--- config.mk ---
export PLATFORM = sky130hd
export DESIGN_NAME = rzs_controller
export DESIGN_NICKNAME = d
export VERILOG_FILES = /design/src/rzs_pkg.sv /design/src/rzs_controller.sv
export SDC_FILE = /design/constraint.sdc
export NUM_CORES = 1
export LEC_CHECK = 0
export ABC_AREA = 1
export BUFFER_PORTS_ARGS = -buffer_cell sky130_fd_sc_hd__buf_2
export CORE_MARGIN = 2
export CORE_UTILIZATION = 43
export DETAILED_ROUTE_END_ITERATION = 12
export PLACE_DENSITY = 0.84
export SETUP_SLACK_MARGIN = 0.1
export SYNTH_ARGS = -nofsm -noshare
export SYNTH_HDL_FRONTEND = slang
export SYNTH_SLANG_ARGS = --single-unit
--- constraint.sdc ---
create_clock -name clock -period 1.2 [get_ports clock]
set_input_delay 0 -clock clock [delete_from_list [all_inputs] [get_ports clock]]
set_output_delay 0 -clock clock [all_outputs]
set_load 0.01 [all_outputs]
--- src/rzs_pkg.sv ---
// Shared types and constants of the rolling z-score block.
`default_nettype none

package rzs_pkg;

   localparam int SAMPLE_W      = 24;
   localparam int ZSCORE_W      = 24;
   localparam int WLEN_W        = 9;
   localparam int WLEN_RESET    = 20;
   localparam int FRAC_SHIFT    = 16;
   localparam int QUO_BITS      = 24;
   localparam int DIV_PRESHIFT  = QUO_BITS - FRAC_SHIFT;

   localparam logic [ZSCORE_W-1:0] Z_POS_LIMIT = 24'h7F_FFFF;
   localparam logic [ZSCORE_W-1:0] Z_NEG_LIMIT = 24'h80_0000;

   typedef enum logic [3:0] {
      ST_IDLE,
      ST_LOAD,
      ST_EVICT,
      ST_UPDATE,
      ST_MUL,
      ST_SQUARE,
      ST_DIFF,
      ST_SQRT,
      ST_DIV_CHECK,
      ST_DIV,
      ST_DONE
   } rzs_state_type;

   typedef struct packed {
      logic accept;
      logic cfg_write;
      logic load;
      logic evict;
      logic update;
      logic mul;
      logic square;
      logic diff;
      logic sqrt_step;
      logic div_init;
      logic div_step;
      logic out_load;
   } rzs_cmd_type;

   typedef struct packed {
      logic valid;
      logic flat;
   } rzs_status_type;

endpackage

`default_nettype wire

--- src/rzs_controller.sv ---
// Sequencer of the rolling z-score block: handshakes, step order and iteration counts.
`default_nettype none

module rzs_controller import rzs_pkg::*; #(
   parameter int ROOT_BITS = 32
) (
   input  wire logic           clock,
   input  wire logic           reset,
   input  wire logic           req_valid,
   output      logic           req_ready,
   input  wire logic           csr_valid,
   output      logic           csr_ready,
   output      logic           rsp_valid,
   input  wire logic           rsp_ready,
   input  wire rzs_status_type status,
   output      rzs_cmd_type    cmd
);

   localparam int CNT_W = $clog2((ROOT_BITS > QUO_BITS) ? ROOT_BITS : QUO_BITS);

   rzs_state_type state_ff, state_in;
   logic [CNT_W-1:0] cnt_ff, cnt_in;
   logic rsp_valid_ff, rsp_valid_in;

   always_ff @(posedge clock) begin
      if (reset) begin
         state_ff     <= ST_IDLE;
         cnt_ff       <= '0;
         rsp_valid_ff <= 1'b0;
      end else begin
         state_ff     <= state_in;
         cnt_ff       <= cnt_in;
         rsp_valid_ff <= rsp_valid_in;
      end
   end

   always_comb begin
      state_in  = state_ff;
      cnt_in    = cnt_ff;
      cmd       = '0;
      req_ready = 1'b0;
      csr_ready = 1'b0;
      unique case (state_ff)
         ST_IDLE: begin
            csr_ready = 1'b1;
            req_ready = !csr_valid;
            if (csr_valid) begin
               cmd.cfg_write = 1'b1;
            end else if (req_valid) begin
               cmd.accept = 1'b1;
               state_in   = ST_LOAD;
            end
         end
         ST_LOAD: begin
            cmd.load = 1'b1;
            state_in = ST_EVICT;
         end
         ST_EVICT: begin
            cmd.evict = 1'b1;
            state_in  = ST_UPDATE;
         end
         ST_UPDATE: begin
            cmd.update = 1'b1;
            state_in   = status.valid ? ST_MUL : ST_DONE;
         end
         ST_MUL: begin
            cmd.mul  = 1'b1;
            state_in = ST_SQUARE;
         end
         ST_SQUARE: begin
            cmd.square = 1'b1;
            state_in   = ST_DIFF;
         end
         ST_DIFF: begin
            cmd.diff = 1'b1;
            cnt_in   = CNT_W'(ROOT_BITS - 1);
            state_in = status.flat ? ST_DONE : ST_SQRT;
         end
         ST_SQRT: begin
            cmd.sqrt_step = 1'b1;
            cnt_in        = cnt_ff - CNT_W'(1);
            if (cnt_ff == '0) begin
               state_in = ST_DIV_CHECK;
            end
         end
         ST_DIV_CHECK: begin
            cmd.div_init = 1'b1;
            cnt_in       = CNT_W'(QUO_BITS - 1);
            state_in     = ST_DIV;
         end
         ST_DIV: begin
            cmd.div_step = 1'b1;
            cnt_in       = cnt_ff - CNT_W'(1);
            if (cnt_ff == '0) begin
               state_in = ST_DONE;
            end
         end
         ST_DONE: begin
            if (!rsp_valid_ff || rsp_ready) begin
               cmd.out_load = 1'b1;
               state_in     = ST_IDLE;
            end
         end
         default: begin
            state_in = ST_IDLE;
         end
      endcase
   end

   assign rsp_valid_in = cmd.out_load || (rsp_valid_ff && !rsp_ready);
   assign rsp_valid    = rsp_valid_ff;

endmodule

`default_nettype wire

After elaboration in Yosys (flattened, before gate mapping)
Cells that the tools add are included.
- multiplexer cells: 26
- $add $sub $neg: 1
- equality and inequality tests: 15
- reductions and logical operators: 11
- operators with widths (cell ; count):
    $pmux 4 s11 ; 1
    $mux 4 ; 7
    $eq 4x3->1 const B ; 4
    $mux 1 ; 16
    $pmux 5 s3 ; 1
    $eq 4x4->1 const B ; 3
    $ne 2x2->1 const B ; 5
    $eq 4x2->1 const B ; 2
    $logic_not 5->1 ; 1
    $reduce_and 5->1 ; 1
    $sub 5x1->5 const B ; 1
    $eq 4x1->1 const B ; 1
    $logic_not 4->1 ; 1
    $logic_not 1->1 ; 3
    $reduce_bool 3->1 ; 1
    $logic_or 1x1->1 ; 2
    $mux 2 ; 1
    $reduce_or 2->1 ; 1
    $logic_and 1x1->1 ; 1
- output and inout bits: 15
- word-level logic and storage cells: 56
- register bits: 10

Depth between registers and ports, before layout
- depth in word-level cells: 5
- mapped depth: 11
- mapped depth without buffers: 10

Worst setup path before layout
OpenSTA, ideal clock, no wires.
- path kind: register to register
- from: register cnt_ff[0]
- to: register state_ff[0]
- stages on the path, launching flop included: 9
- data required time: 1.084 ns
- arrival time: 1.083 ns
- buffers on the path: 0
- period minus slack after synthesis: 1.199 ns
- slack: 0.001 ns
- path through: dfxtp_1 > inv_1 > ha_1 > inv_1 > nor2_1 > nand3b_1 > nand2_2 > a21boi_0 > nor2_1
- longest elaborated chain between the ends: 3
- elaborated cells between the ends (all ways): 4
- those cells by class: eq/ne: 2; reduce/logical: 2
- ends and longest elaborated chain (what ; RTL line ; RTL):
    from (decl) ; rzs_controller.sv:22 ; logic [CNT_W-1:0] cnt_ff, cnt_in;
    from (signal assigned) ; rzs_controller.sv:32 ; cnt_ff <= cnt_in;
    $logic_not 5->1 (*) ; rzs_controller.sv:82, rzs_controller.sv:94 ;
    $ne 2x2->1 (no source line) ; n/a ;
    $reduce_and 5->1 (no source line) (*) ; n/a ;
    to (signal assigned) ; rzs_controller.sv:31 ; state_ff <= state_in;
    to (decl) ; rzs_controller.sv:21 ; rzs_state_type state_ff, state_in;
Every way passes the cells marked *; elsewhere a longest branch is shown, timed or not.
A chain may end at the register's enable or synchronous reset.

Final worst setup path
Ends and elaborated chain as after synthesis.

==> out/summary.txt <==
Status = finished, violations left
Violated checks = hold timing, setup timing
Crit path max fanout = 5
Peak VDD IR = 1.54 mV
Vias in the first global route = 842
Final worst-path cycle share = 1.10
Std cell rows = 14
Final Skew = 0.00598 ns
Post-route setup slack = -0.123 ns
Clock slew at reported path FFs = 0.07 ns
Final HPWL DP = 1.51 mm
Post-Layout Cell Count = 178
Layout area overhead = 73.2%
Chip width = 44.0 um
Root Buffer = clkbuf_4
Critical path cell sequence = inv_2, ha_4, inv_2, nor2_4, nand3b_1, nand2_4, a21boi_2, nor2_1
Largest net degree at the start of global routing = 7
Initial antenna violation count = 0
Fin. max-slew vios = 0
CP most frequent cell = inv_2
Critical path class = flop to flop
1st-iter DRT viols = 54
# DRC = 0
Pwr Density = 2580 nW/um2
I/O pin count = 22
Routed vias = 967
TritonRoute pass-1 iters = 5
Post-synthesis register bit count = 10
Total GRT Usage = 0.261
Synth Instances = 118
Top post-synthesis cells by area = dfxtp_1, nand2_1, nor2_1
Hold Slack = -0.00147 ns
CP required = 1.37 ns
Top-area cell type share of the netlist area = 0.291
RSZ-0062 raised after global routing = true
GP Congestion = 1.01
Startpoint types = flop
Hold Crit Class = primary input to flop
Die area = 1930 um2
Global route total overflow = 0
First-pass GRT wire length = 3.71 mm
Mapped Nets = 126
Num CTS Buffers = 3
Syn avg cell area = 5.82 um2
CTS tree = done
Final setup fails = 14
CP Capture Type = flop
Clock latency on the worst-skew pair = 0.28 ns
Num Clock Sinks = 10
Max-Cap Viols = 0
Routed Antenna Nets = 0
Slew @ Worst Pin = 0.243 ns
Max incr delay on CP = 0.33 ns
Vias per cell = 5.43
Post-synth top flop = dfxtp_1
Deepest clock path buffer count = 2
CP max-delay cell = dfxtp_2
Sequential area share after synthesis = 0.291
Final Routed Wirelength = 2.75 mm
Initial Util = 0.456
Antenna fix cells = 0
Netlist cell types = 17
Post-synth EDFFs = 0
Placed insts = 163
Cell Area, Synth = 687 um2
Hold Vio Cnt, Final = 1
Routed length per instance = 15.4 um
Fmax = 756 MHz
Min Tclk post-route = 1.32 ns
Synth area leader = dfxtp_1
I/O Buffers = 21
H-tree levels = 1
Slew Limit Headroom = 0.837
Critical path data arrival time = 1.49 ns
Core ar. = 1510 um2
Buf+Inv Stages, Crit Path = 2
TNS Setup = -0.903 ns
Die height = 44.0 um
Asr flop ratio synth = 0
YS warnings = 0
Nets = 172
Share of layout cells above drive strength 1 = 0.537
Delay-heaviest family, CP = simple AND/OR/NAND/NOR gates
Leakage = 0.607 nW
-- logic make-up after synthesis --
logic type,Yosys count,share of synthesized area
adder cells (fa/ha/maj),1,0.0182
buffers and inverters,24,0.137
flip-flops,10,0.291
XOR/XNOR,1,0.0128
AO/OA/AOI/OAI,18,0.135
AND/OR/NAND/NOR,64,0.406
-- flip-flops by register name (all words and copies together), names as in the netlist --
name,flops
cnt_ff,5
rsp_valid,1
state_ff,4
-- placed cells by master, fill, tap and decap left out --
master and count:
nand4_1 2, nand2_2 5, nor2_4 11, buf_4 16, inv_4 2, a21boi_2 1
buf_6 9, o21ai_0 7, a21oi_1 7, a21oi_2 1, buf_2 16, o21ai_2 1
nor2_1 13, o21ai_1 1, nor3_1 1, nor2_2 1, dfxtp_1 4, ha_4 1
dfxtp_2 2, nand3_1 9, nand3b_1 1, nand2_4 4, nand2_1 17, xor2_1 1
dfxtp_4 4, inv_2 10, inv_1 11, clkbuf_4 3, dlygate4sd3_1 1
-- where the power goes --
group / internal, mW / switching [mW]
clock network: 0.117 / 0.138
logic: 0.998 / 1.19
registers: 0.471 / 0.151
-- worst register-to-register path: stages (launching register included) --
cell and delay, ns:
dfxtp_2 0.33, inv_2 0.06, ha_4 0.13, inv_2 0.05, nor2_4 0.10, nand3b_1 0.18
nand2_4 0.14, a21boi_2 0.17, nor2_1 0.06
-- area by class of cell --
type                       instances  area (um2)
multi-input combinational         84         527
fill                             108         317
timing repair buffer              42         312
sequential                        10         218
inverter                          23        91.3
clock buffer                       3        22.5
tap                               16        20.0
-- worst paths after layout --
check	from	to	slack, ns	depth (start not counted)
max	cnt_ff[0]	state_ff[0]	-0.12	8
min	rsp_ready	rsp_valid	-0.001	4
max reg2reg	cnt_ff[0]	state_ff[0]	-0.12	8
min reg2reg	cnt_ff[4]	cnt_ff[4]	0.48	2
-- metrics by stage --
stage	setup WS [ns]	power (mW)	cell area, um2	utilization
3_3_place_gp	-0.0530	1.92	898	0.596
5_1_grt	-0.167	3.24	1190	0.790
2_1_floorplan	0.0715	1.47	713	-
3_5_place_dp	-0.106	1.98	898	0.596
4_1_cts	-0.0678	2.68	1090	0.724
6_report	-0.123	3.07	1190	0.790
-- layer usage --
layer | wire length (um) | global-route usage
met1 | 1060 | 0.310
met2 | 1390 | 0.447
met3 | 227 | 0.0458
met4 | 68 | 0.127
met5 | 0 | 0
-- timing repair --
item,in CTS,in global routing
buffers inserted,8,3
setup endpoints to repair,23,23
hold endpoints to repair,5,4
gates resized for setup,39,16
pin swaps,11,6
-- cell usage after synthesis, types with 2 or more instances --
cell and number:
nand2_1 23, nor2_1 21, inv_1 20, dfxtp_1 10, nand3_1 9, o21ai_0 9
a21oi_1 8, nor2_2 4, inv_2 3, nand2_2 3, nand4_1 2
No activity file was read; power rests on OpenSTA's default activity.
